--- config.mk ---
export PLATFORM = sky130hd
export DESIGN_NAME = firmware_update_receiver
export DESIGN_NICKNAME = d
export VERILOG_FILES = /design/src/hw/rtl/fwur_pkg.sv /design/src/hw/rtl/firmware_update_receiver.sv
export SDC_FILE = /design/constraint.sdc
export NUM_CORES = 1
export LEC_CHECK = 0
export BUFFER_PORTS_ARGS = -buffer_cell sky130_fd_sc_hd__clkbuf_2
export CAP_MARGIN = 20
export CELL_PAD_IN_SITES_DETAIL_PLACEMENT = 0
export CELL_PAD_IN_SITES_GLOBAL_PLACEMENT = 1
export CORE_MARGIN = 2
export CORE_UTILIZATION = 46
export DETAILED_ROUTE_END_ITERATION = 6
export HOLD_SLACK_MARGIN = 0.15
export MAX_ROUTING_LAYER = met4
export PLACE_DENSITY_LB_ADDON = 0.1
export SLEW_MARGIN = 10
export SYNTH_ARGS = -nofsm -noshare
export SYNTH_HDL_FRONTEND = slang
export SYNTH_SLANG_ARGS = --single-unit
export TNS_END_PERCENT = 20
--- constraint.sdc ---
create_clock -name clk -period 8.54 [get_ports clk]
set_input_delay 0.854 -clock clk [delete_from_list [all_inputs] [get_ports clk]]
set_output_delay 0.854 -clock clk [all_outputs]
set_load 0.05 [all_outputs]
--- src/hw/rtl/fwur_pkg.sv ---
// ----------------------------------------------------------------------------
// fwur_pkg
// Shared types and constants of the firmware update receiver.
// ----------------------------------------------------------------------------
package fwur_pkg;

  localparam int WORD_W  = 32;
  localparam int INDEX_W = 16;
  localparam int LEN_W   = 11;
  localparam int BYTE_W  = 8;
  localparam int PSUM_W  = 20;

  localparam int DEFAULT_MAX_FRAME_BYTES = 1024;

  localparam logic [WORD_W-1:0] HDR_MASK  = 32'h2FFE_0000;
  localparam logic [WORD_W-1:0] HDR_VALUE = 32'h2002_0000;

  localparam logic [LEN_W-1:0] VERIFY_LEN = 11'd4;

  typedef enum logic [2:0] {
    OP_VERSION = 3'd0,
    OP_BEGIN   = 3'd1,
    OP_DATA    = 3'd2,
    OP_VERIFY  = 3'd3,
    OP_REBOOT  = 3'd4,
    OP_READY   = 3'd5
  } op_t;

  typedef enum logic [2:0] {
    ST_OK         = 3'd0,
    ST_OTHER      = 3'd1,
    ST_BAD_INDEX  = 3'd2,
    ST_BAD_HEADER = 3'd3,
    ST_FLASH_FAIL = 3'd4,
    ST_BAD_VERIFY = 3'd5
  } status_t;

endpackage

--- src/hw/rtl/firmware_update_receiver.sv ---
// ----------------------------------------------------------------------------
// firmware_update_receiver
// Collects the payload bytes of update frames and answers each frame on its
// final byte with one acknowledge carrying a status code and progress.
//
//   Channel  Direction  Handshake              Payload
//   in_      input      in_valid / in_ready    op, frame index, length, byte
//   out_     output     out_valid / out_ready  status, kind, flags, progress
//
// One request is taken every cycle while in_ready is high; each is folded into the frame and
// progress registers in the cycle it is accepted.
// A final byte loads the acknowledge register, which holds until taken.
// in_ready drops only while an acknowledge waits and out_ready is low.
// Reset clears all progress, checksum and frame state.
// ----------------------------------------------------------------------------
module firmware_update_receiver
  import fwur_pkg::*;
#(
  parameter int MAX_FRAME_BYTES = DEFAULT_MAX_FRAME_BYTES
) (
  input  logic               clk,
  input  logic               rst_n,
  input  logic               in_valid,
  output logic               in_ready,
  input  logic [2:0]         in_op,
  input  logic [INDEX_W-1:0] in_frame_number,
  input  logic [LEN_W-1:0]   in_frame_length,
  input  logic [BYTE_W-1:0]  in_payload_byte,
  input  logic               in_first_byte,
  input  logic               in_last_byte,
  input  logic               in_flash_ok,
  output logic               out_valid,
  input  logic               out_ready,
  output logic [2:0]         out_status,
  output logic [2:0]         out_echo_kind,
  output logic               out_reboot_request,
  output logic               out_upgrade_ready,
  output logic [WORD_W-1:0]  out_write_offset,
  output logic [WORD_W-1:0]  out_running_sum
);

  localparam logic [WORD_W-1:0] MaxLen = WORD_W'(MAX_FRAME_BYTES);

  logic [WORD_W-1:0]  image_size_r, image_size_nxt;
  logic [INDEX_W-1:0] next_index_r, next_index_nxt;
  logic [WORD_W-1:0]  flash_offset_r, flash_offset_nxt;
  logic               header_ok_r, header_ok_nxt;
  logic [WORD_W-1:0]  sum_r, sum_nxt;
  logic [PSUM_W-1:0]  pending_sum_r, pending_sum_nxt;
  logic [WORD_W-1:0]  first_word_r, first_word_nxt;
  logic [LEN_W-1:0]   byte_count_r, byte_count_nxt;
  logic               ready_flag_r, ready_flag_nxt;

  logic               out_valid_r;
  status_t            out_status_r, status_nxt;
  logic [2:0]         out_echo_kind_r;
  logic               out_reboot_r, reboot_nxt;
  logic               out_ready_flag_r;
  logic [WORD_W-1:0]  out_offset_r;
  logic [WORD_W-1:0]  out_sum_r;

  logic               in_accept;
  logic [LEN_W-1:0]   eff_len;
  logic [WORD_W-1:0]  fw0, fw1;
  logic [PSUM_W-1:0]  ps0, ps1;
  logic [LEN_W-1:0]   bc0, bc1;
  logic               absorb;

  assign in_ready  = !out_valid_r || out_ready;
  assign in_accept = in_valid && in_ready;

  assign eff_len = ({{(WORD_W-LEN_W){1'b0}}, in_frame_length} < MaxLen) ?
                   in_frame_length : MaxLen[LEN_W-1:0];

  always_comb begin
    fw0    = in_first_byte ? '0 : first_word_r;
    ps0    = in_first_byte ? '0 : pending_sum_r;
    bc0    = in_first_byte ? '0 : byte_count_r;
    absorb = bc0 < eff_len;
    fw1    = fw0;
    ps1    = ps0;
    bc1    = bc0;
    if (absorb) begin
      if (bc0 < LEN_W'(4)) begin
        fw1 = fw0 | (WORD_W'(in_payload_byte) << {bc0[1:0], 3'b000});
      end
      ps1 = ps0 + PSUM_W'(in_payload_byte);
      bc1 = bc0 + LEN_W'(1);
    end
  end

  always_comb begin
    image_size_nxt   = image_size_r;
    next_index_nxt   = next_index_r;
    flash_offset_nxt = flash_offset_r;
    header_ok_nxt    = header_ok_r;
    sum_nxt          = sum_r;
    ready_flag_nxt   = ready_flag_r;
    first_word_nxt   = fw1;
    pending_sum_nxt  = ps1;
    byte_count_nxt   = bc1;
    status_nxt       = ST_OTHER;
    reboot_nxt       = 1'b0;
    if (in_last_byte) begin
      first_word_nxt  = '0;
      pending_sum_nxt = '0;
      byte_count_nxt  = '0;
      case (in_op)
        OP_VERSION: begin
          status_nxt = ST_OK;
        end
        OP_BEGIN: begin
          next_index_nxt   = '0;
          flash_offset_nxt = '0;
          header_ok_nxt    = 1'b0;
          sum_nxt          = '0;
          image_size_nxt   = fw1;
          status_nxt       = in_flash_ok ? ST_OK : ST_OTHER;
        end
        OP_DATA: begin
          if (next_index_r != in_frame_number) begin
            status_nxt = ST_BAD_INDEX;
          end else if (in_frame_number == '0 && flash_offset_r == '0 &&
                       (fw1 & HDR_MASK) != HDR_VALUE) begin
            status_nxt = ST_BAD_HEADER;
          end else begin
            if (in_frame_number == '0 && flash_offset_r == '0) begin
              header_ok_nxt = 1'b1;
            end
            if (!in_flash_ok) begin
              status_nxt = ST_FLASH_FAIL;
            end else begin
              next_index_nxt   = next_index_r + INDEX_W'(1);
              flash_offset_nxt = flash_offset_r + WORD_W'(eff_len);
              sum_nxt          = ~(sum_r + WORD_W'(ps1));
              status_nxt       = ST_OK;
            end
          end
        end
        OP_VERIFY: begin
          if (in_frame_length == VERIFY_LEN) begin
            status_nxt = (sum_r == fw1) ? ST_OK : ST_OTHER;
          end else begin
            status_nxt = ST_BAD_VERIFY;
          end
        end
        OP_REBOOT: begin
          reboot_nxt = 1'b1;
          status_nxt = ST_OTHER;
        end
        OP_READY: begin
          ready_flag_nxt = 1'b1;
          status_nxt     = ST_OK;
        end
        default: begin
          status_nxt = ST_OTHER;
        end
      endcase
      if (status_nxt != ST_OK) begin
        image_size_nxt   = '0;
        next_index_nxt   = '0;
        flash_offset_nxt = '0;
        header_ok_nxt    = 1'b0;
      end
      if (reboot_nxt) begin
        sum_nxt        = '0;
        ready_flag_nxt = 1'b0;
      end
    end
  end

  always_ff @(posedge clk) begin
    if (!rst_n) begin
      image_size_r   <= '0;
      next_index_r   <= '0;
      flash_offset_r <= '0;
      header_ok_r    <= 1'b0;
      sum_r          <= '0;
      pending_sum_r  <= '0;
      first_word_r   <= '0;
      byte_count_r   <= '0;
      ready_flag_r   <= 1'b0;
    end else if (in_accept) begin
      image_size_r   <= image_size_nxt;
      next_index_r   <= next_index_nxt;
      flash_offset_r <= flash_offset_nxt;
      header_ok_r    <= header_ok_nxt;
      sum_r          <= sum_nxt;
      pending_sum_r  <= pending_sum_nxt;
      first_word_r   <= first_word_nxt;
      byte_count_r   <= byte_count_nxt;
      ready_flag_r   <= ready_flag_nxt;
    end
  end

  always_ff @(posedge clk) begin
    if (!rst_n) begin
      out_valid_r <= 1'b0;
    end else if (in_accept && in_last_byte) begin
      out_valid_r <= 1'b1;
    end else if (out_ready) begin
      out_valid_r <= 1'b0;
    end
  end

  always_ff @(posedge clk) begin
    if (in_accept && in_last_byte) begin
      out_status_r     <= status_nxt;
      out_echo_kind_r  <= in_op;
      out_reboot_r     <= reboot_nxt;
      out_ready_flag_r <= ready_flag_nxt;
      out_offset_r     <= flash_offset_nxt;
      out_sum_r        <= sum_nxt;
    end
  end

  assign out_valid          = out_valid_r;
  assign out_status         = out_status_r;
  assign out_echo_kind      = out_echo_kind_r;
  assign out_reboot_request = out_reboot_r;
  assign out_upgrade_ready  = out_ready_flag_r;
  assign out_write_offset   = out_offset_r;
  assign out_running_sum    = out_sum_r;

`ifndef SYNTHESIS
  a_no_ack_mid_frame: assert property (@(posedge clk) disable iff (!rst_n)
    (in_accept && !in_last_byte && out_ready) |=> !out_valid)
    else $error("acknowledge produced for a non-final byte");

  a_reboot_clears: assert property (@(posedge clk) disable iff (!rst_n)
    (out_valid && out_reboot_request) |->
      (out_write_offset == '0 && out_running_sum == '0 && !out_upgrade_ready &&
       out_status == ST_OTHER))
    else $error("reboot acknowledge does not report cleared state");

  a_fail_clears_offset: assert property (@(posedge clk) disable iff (!rst_n)
    (out_valid && out_status != ST_OK) |-> (out_write_offset == '0))
    else $error("failed request kept a nonzero flash offset");
`endif

endmodule
==> results.sh, run 1 <==
export IMPL_areaGrowthSynthToFinish_pct=11.9
export IMPL_seq_area_um2=5060
export IMPL_busiest_layer="met2"
export IMPL_grtUsageTotal_pct=32.5
export IMPL_core_area_um2=30700
export IMPL_ant_nets=0
export IMPL_finClkSkew_ps=22.1
export IMPL_grt_antenna_before_repair=0
export IMPL_synth_seq_cells=217
export IMPL_critPathKind="input port to flip-flop"
export IMPL_diodes=0
export IMPL_rsz0062_at_grt="no"
export IMPL_drv_slew=0
export IMPL_cp_arrival_ps=6870
export IMPL_cts_tree="done"
export IMPL_wire_per_inst_um=23.0
export IMPL_n_fill_cell=2991
export IMPL_io_pins=119
export IMPL_cts_sinks=217
export IMPL_gr_total_overflow=0
export IMPL_h_tree_depth=1
export IMPL_p_per_area_nw_per_um2=157
export IMPL_tns_ps=0
export IMPL_worst_pin_slew_ps=1150
export IMPL_synth_edf_count=72
export IMPL_grt_pass1_vias=13500
export IMPL_postSynthCellCount=1850
export IMPL_final_util_pct=52.7
export IMPL_ys_top_cells_by_area="dfxtp_1, edfxtp_1, a21oi_1"
export IMPL_synthDistinctLibCells=84
export IMPL_chipHeight_um=181
export IMPL_hold_viol_final=0
export IMPL_post_dp_cell_area_um2=15300
export IMPL_via_per_inst=6.35
export IMPL_cap_violations=0
export IMPL_period_share_pct=77.2
export IMPL_routed_wl_um=53600
export IMPL_fin_area_um2=16200
export IMPL_cts_buffers=26
export IMPL_whs_endpoint="first_word_r[10]"
export IMPL_grtUsageMet1_pct=43.8
export IMPL_cts_hold_fix_buffers=0
export IMPL_yosysTopAreaCell="dfxtp_1"
export IMPL_grt_pass1_wl_um=81200
export IMPL_gp_congestion=1.03
export IMPL_synth_warnings=0
export IMPL_setup_viol=0
export IMPL_maxSlewHeadroom_pct=23.4
export IMPL_drive_gt1_share_pct=11.5
export IMPL_r2r_cells=21
export IMPL_firstDrtPassIters=6
export IMPL_drt_iter0_markers=1556
export IMPL_dp_hpwl_um=39000
export IMPL_clock_root_buffer="clkbuf_16"
export IMPL_outcome="complete, no violations"
export IMPL_p_leak_nw=6.06
export IMPL_cts_buffer_depth=3
export IMPL_cts_resized=0
export IMPL_min_from="first_word_r[10]"
export IMPL_postCtsSetupBuffers=0
export IMPL_met2_usage_pct=51.0
export IMPL_r2r_slack_ps=2100
export IMPL_synth_top_area_share_pct=20.1
export IMPL_die_x_um=181
export IMPL_cp_end_kind="flip-flop"
export IMPL_required_ps=8810
export IMPL_synth_nets=1945
export IMPL_dieArea_um2=32900
export IMPL_regToRegEndpoint="out_running_sum[26]"
export IMPL_synthArstFlopShare_pct=0
export IMPL_initial_core_util_pct=47.1
export IMPL_hold_path_class="flip-flop to flip-flop"
export IMPL_min_delay_path_depth=2
export IMPL_multiInputGateArea_um2=8640
export IMPL_num_rows=64
export IMPL_drc=0
export IMPL_cp_start_kind="input port"
export IMPL_syn_avg_cell_area_um2=7.82
export IMPL_crit_path_max_fanout=28
export IMPL_fmax_mhz=152
export IMPL_synthFlopType="dfxtp_1"
export IMPL_clkTransAtPathRegs_ps=60
export IMPL_vias=14800
export IMPL_ys_seq_area_share_pct=35.0
export IMPL_fin_crit_ps=6590
export IMPL_crit_reg2reg_launch="byte_count_r[1]"
export IMPL_clk_latency_ps=550
export IMPL_port_buffers=118
export IMPL_peakVddDrop_uv=137
export IMPL_gr_usage_met3_pct=3.77
export IMPL_synthesis_area_um2=14500
export IMPL_finalNetCount=2007
export IMPL_grt_max_degree=79
-- area by class of cell --
class	count	area share, %
Tap cell	396	3.06
Clock buffer	33	4.37
Clock inverter	15	0.958
Inverter	82	1.91
Sequential cell	217	31.3
Timing Repair Buffer	149	5.08
Multi-Input combinational cell	1436	53.4
-- through the flow --
stage	power [mW]	setup WS [ps]	cells	hold slack [ps]
global route	2.62	1400	2328	513
global placement	1.42	1600	2280	454
finish	2.54	1950	2328	473
floorplan	1.32	1200	1850	441
detailed placement	1.42	1510	2280	464
CTS	2.55	2060	2328	472
-- worst max-delay path, cell delays in order --
cell	delay (ps)
clkbuf_2	510
nand2b_1	250
inv_1	150
ha_1	320
nand2_1	60
a21o_1	110
a211oi_2	120
nor2_1	470
nand2_1	460
nor3_1	330
xnor2_1	210
ha_1	300
o21ai_0	120
a21oi_1	160
o41ai_1	640
o221ai_1	280
a311oi_1	610
nor2b_1	230
a41oi_1	380
o21ai_0	120
nand2_1	90
o21ai_0	80
-- registers in the layout, summed over array words and instances (netlist names) --
register,count
out_reboot_request,1
sum_r,32
flash_offset_r,32
next_index_r,16
out_echo_kind,3
out_valid,1
out_upgrade_ready,1
out_running_sum,32
byte_count_r,11
out_status,3
pending_sum_r,20
first_word_r,32
ready_flag_r,1
out_write_offset,32
-- power breakdown --
part	internal [mW]	switching, mW	leakage, nW
registers	1.08	0.0119	1.84
clock network	0.675	0.460	0.421
logic	0.0737	0.232	3.80
total	1.83	0.704	6.06
-- cells in the final DEF (no fill, tap or decap), drive strengths merged, types with 33 or more instances in the layout --
master,n
xor2,34
xnor2,33
ha,47
inv,79
nor2b,36
nand2b,33
a22oi,41
nand3,98
a21oi,151
nor3,53
a31oi,59
o21ai,122
dfxtp,145
clkbuf,151
nor2,190
nand2,184
edfxtp,72
-- kinds of logic after synthesis --
logic type | share of synthesized area [%]
AND/OR/NAND/NOR | 25.0
AO/OA/AOI/OAI | 24.5
flip-flops | 35.0
buffers and inverters | 5.32
XOR/XNOR | 4.06
adder cells (fa/ha/maj) | 4.62
multiplexers | 1.49
-- worst max-delay path by stage --
stage	start	end	slack [ps]
2_1_floorplan	in_first_byte	out_running_sum[26]	1200
3_3_place_gp	in_first_byte	out_running_sum[26]	1600
3_5_place_dp	in_first_byte	out_running_sum[26]	1510
4_1_cts	in_first_byte	out_running_sum[26]	2060
5_1_grt	in_first_byte	out_running_sum[26]	1400
6_report	in_first_byte	out_running_sum[26]	1950
-- synth_stat cells, drive strengths merged, types with 34 or more instances --
cell and number:
nor2 190, nand2 184, a21oi 151, dfxtp 145, o21ai 122, nand3 98, clkbuf 96, inv 78
edfxtp 72, a31oi 59, nor3 53, ha 47, a22oi 41, nor2b 36, xor2 34
-- metal layers --
| metal | share of wire [%] | routed length (um) | vias up |
|---|---|---|---|
| met2 | 45 | 24200 | 677 |
| li1 | - | - | 6949 |
| met4 | 3.3 | 1780 | 0 |
| met3 | 7.3 | 3900 | 120 |
| met1 | 44 | 23700 | 7041 |
| met5 | 0 | 0 | - |
Power figures use the tool's default switching activity.
==> inputs of run 2 (changes only) <==
--- a/config.mk
+++ b/config.mk
@@ -10,7 +10,7 @@
 export CELL_PAD_IN_SITES_DETAIL_PLACEMENT = 0
 export CELL_PAD_IN_SITES_GLOBAL_PLACEMENT = 1
 export CORE_MARGIN = 2
-export CORE_UTILIZATION = 46
+export CORE_UTILIZATION = 41
 export DETAILED_ROUTE_END_ITERATION = 6
 export HOLD_SLACK_MARGIN = 0.15
 export MAX_ROUTING_LAYER = met4
==> constraint.sdc (replaced) <==
create_clock -name clk -period 5.4 [get_ports clk]
set_input_delay 0.54 -clock clk [delete_from_list [all_inputs] [get_ports clk]]
set_output_delay 0.54 -clock clk [all_outputs]
set_load 0.05 [all_outputs]
==> run 2 against run 1 <==
  * Critical path depth up 6
  * Count of clock-buffer cells in the layout up 3
  * Global-route usage down 1.2 points
  * Register-to-register slack worse by 1800 ps
  * Highest routed layer unchanged
==> results.sh, run 2 (same netlist as run 1, synthesis figures left out) <==
export IMPL_outcome="complete, no violations"
export IMPL_cp_start_kind="flip-flop"
export IMPL_busiest_layer="met2"
export IMPL_p_leak_nw=6.80
export IMPL_die_x_um=192
export IMPL_cts_tree="done"
export IMPL_fin_crit_ps=5100
export IMPL_p_sw_mw=1.16
export IMPL_ant_nets=0
export IMPL_startpoint="pending_sum_r[0]"
export IMPL_routed_wl_um=56300
export IMPL_wire_per_inst_um=22.3
export IMPL_peakVddDrop_uv=226
export IMPL_dp_hpwl_um=42200
export IMPL_grt_max_degree=55
export IMPL_clock_root_buffer="clkbuf_16"
export IMPL_clk_latency_ps=560
export IMPL_gr_usage_met3_pct=4.15
export IMPL_hold_viol_final=0
export IMPL_period_share_pct=94.4
export IMPL_r2r_cells=28
export IMPL_cts_buffers=28
export IMPL_setup_viol=0
export IMPL_cp_endpoint="out_running_sum[21]"
export IMPL_gr_total_overflow=0
export IMPL_clkTransAtPathRegs_ps=60
export IMPL_drv_slew=0
export IMPL_port_buffers=118
export IMPL_fin_cells=2525
export IMPL_seq_power_share_pct=41.7
export IMPL_worst_pin_slew_ps=1080
export IMPL_max_stage_delay_ps=400
export IMPL_core_area_um2=34600
export IMPL_drive_gt1_share_pct=18.6
export IMPL_num_rows=68
export IMPL_vias=15200
export IMPL_clkPwrFrac_pct=45.3
export IMPL_cts_buffer_depth=3
export IMPL_met2_usage_pct=48.5
export IMPL_grt_antenna_before_repair=0
export IMPL_cts_sinks=217
export IMPL_crit_path_max_fanout=3
export IMPL_hold_path_class="input port to flip-flop"
export IMPL_grtUsageTotal_pct=31.3
export IMPL_maxSlewHeadroom_pct=28.0
export IMPL_dieArea_um2=36800
export IMPL_grt_pass1_wl_um=85200
export IMPL_r2r_slack_ps=300
export IMPL_cp_end_kind="flip-flop"
export IMPL_chipHeight_um=192
export IMPL_h_tree_depth=1
export IMPL_cp_arrival_ps=5410
export IMPL_finalNetCount=2142
export IMPL_grt_pass1_vias=14000
export IMPL_crit_slowest_cell="or3_4"
export IMPL_final_common_cell="nor2_1"
export IMPL_gp_congestion=1.00
export IMPL_areaGrowthSynthToFinish_pct=21.4
export IMPL_layout_common_cells="nor2_1, nand2_1, buf_4, dfxtp_1, a21oi_1"
export IMPL_p_int_mw=2.99
export IMPL_place_inst=2469
export IMPL_initial_core_util_pct=41.8
export IMPL_firstDrtPassIters=6
export IMPL_fin_hold_ws_ps=323
export IMPL_switching_share_pct=28.0
export IMPL_drc=0
export IMPL_crit_reg2reg_launch="pending_sum_r[0]"
export IMPL_regToRegEndpoint="out_running_sum[21]"
export IMPL_via_per_inst=6.01
export IMPL_cap_violations=0
export IMPL_critPathKind="flip-flop to flip-flop"
export IMPL_combPwrFrac_pct=13.0
export IMPL_drt_iter0_markers=1313
export IMPL_finClkSkew_ps=8.38
export IMPL_io_pins=119
export IMPL_p_per_area_nw_per_um2=236
export IMPL_cts_hold_fix_buffers=0
export IMPL_required_ps=5710
export IMPL_fmax_mhz=196
export IMPL_grtUsageMet1_pct=41.6
## run 2: timing repair
| action | CTS | global route |
|---|---|---|
| resized for setup | 0 | 21 |
| endpoints found under the hold margin | 0 | 0 |
| endpoints found under the setup margin | 0 | 42 |
| setup buffers | 0 | 3 |
## run 2: layout make-up
cell class              instances  area [um2]
inverters                      82         309
flip-flops and latches        217        5060
repair buffers                282        1880
fillers                      3437       17100
clock buffers                  36         752
clock inverters                16         155
multi-input cells            1436        8830
well taps                     455         569
diodes                          1        2.50
## run 2: power by group through the flow
stage | Combinational (mW) | Sequential, mW | Clock, mW
after floorplan | 0.253 | 1.84 | 0
after global placement | 0.532 | 1.76 | 0
after detailed placement | 0.533 | 1.76 | 0
after CTS | 0.534 | 1.73 | 1.92
after global routing | 0.578 | 1.73 | 1.98
final | 0.540 | 1.73 | 1.88
## run 2: metal layers
metal,vias to the layer above,part of all wire (%)
li1,7218,-
met1,7234,44
met2,612,46
met3,103,7.1
met4,0,3.6
met5,-,0
## run 2: per-stage QoR
stage	power [mW]	worst slack [ps]	utilization, %	TNS, ps	cell area (um2)
floorplan	2.09	-125	-	-487	14700
global placement	2.30	-197	47.8	-1340	16600
detailed placement	2.30	-305	47.8	-3420	16600
CTS	4.18	2.21	50.5	0	17500
global route	4.29	-66.6	50.7	-181	17600
finish	4.15	303	50.7	0	17600
## run 2: how the worst min path moves through the flow
stage                     start                to  slack [ps]  cells past startpoint
3_3_place_gp   first_word_r[16]  first_word_r[16]         460                      2
4_1_cts               out_ready         out_valid         300                      3
5_1_grt               out_ready         out_valid         350                      3
6_report              out_ready         out_valid         320                      3
2_1_floorplan  first_word_r[26]  first_word_r[26]         440                      2
3_5_place_dp   first_word_r[16]  first_word_r[16]         460                      2
## run 2: critical path: cells and delay by family (launching register included)
kind | cells | cell delay (ps)
simple gates | 11 | 1630
xor+xnor | 1 | 130
buf+inv | 2 | 250
flops | 1 | 330
compound gates | 11 | 1630
fa+ha+maj | 3 | 890
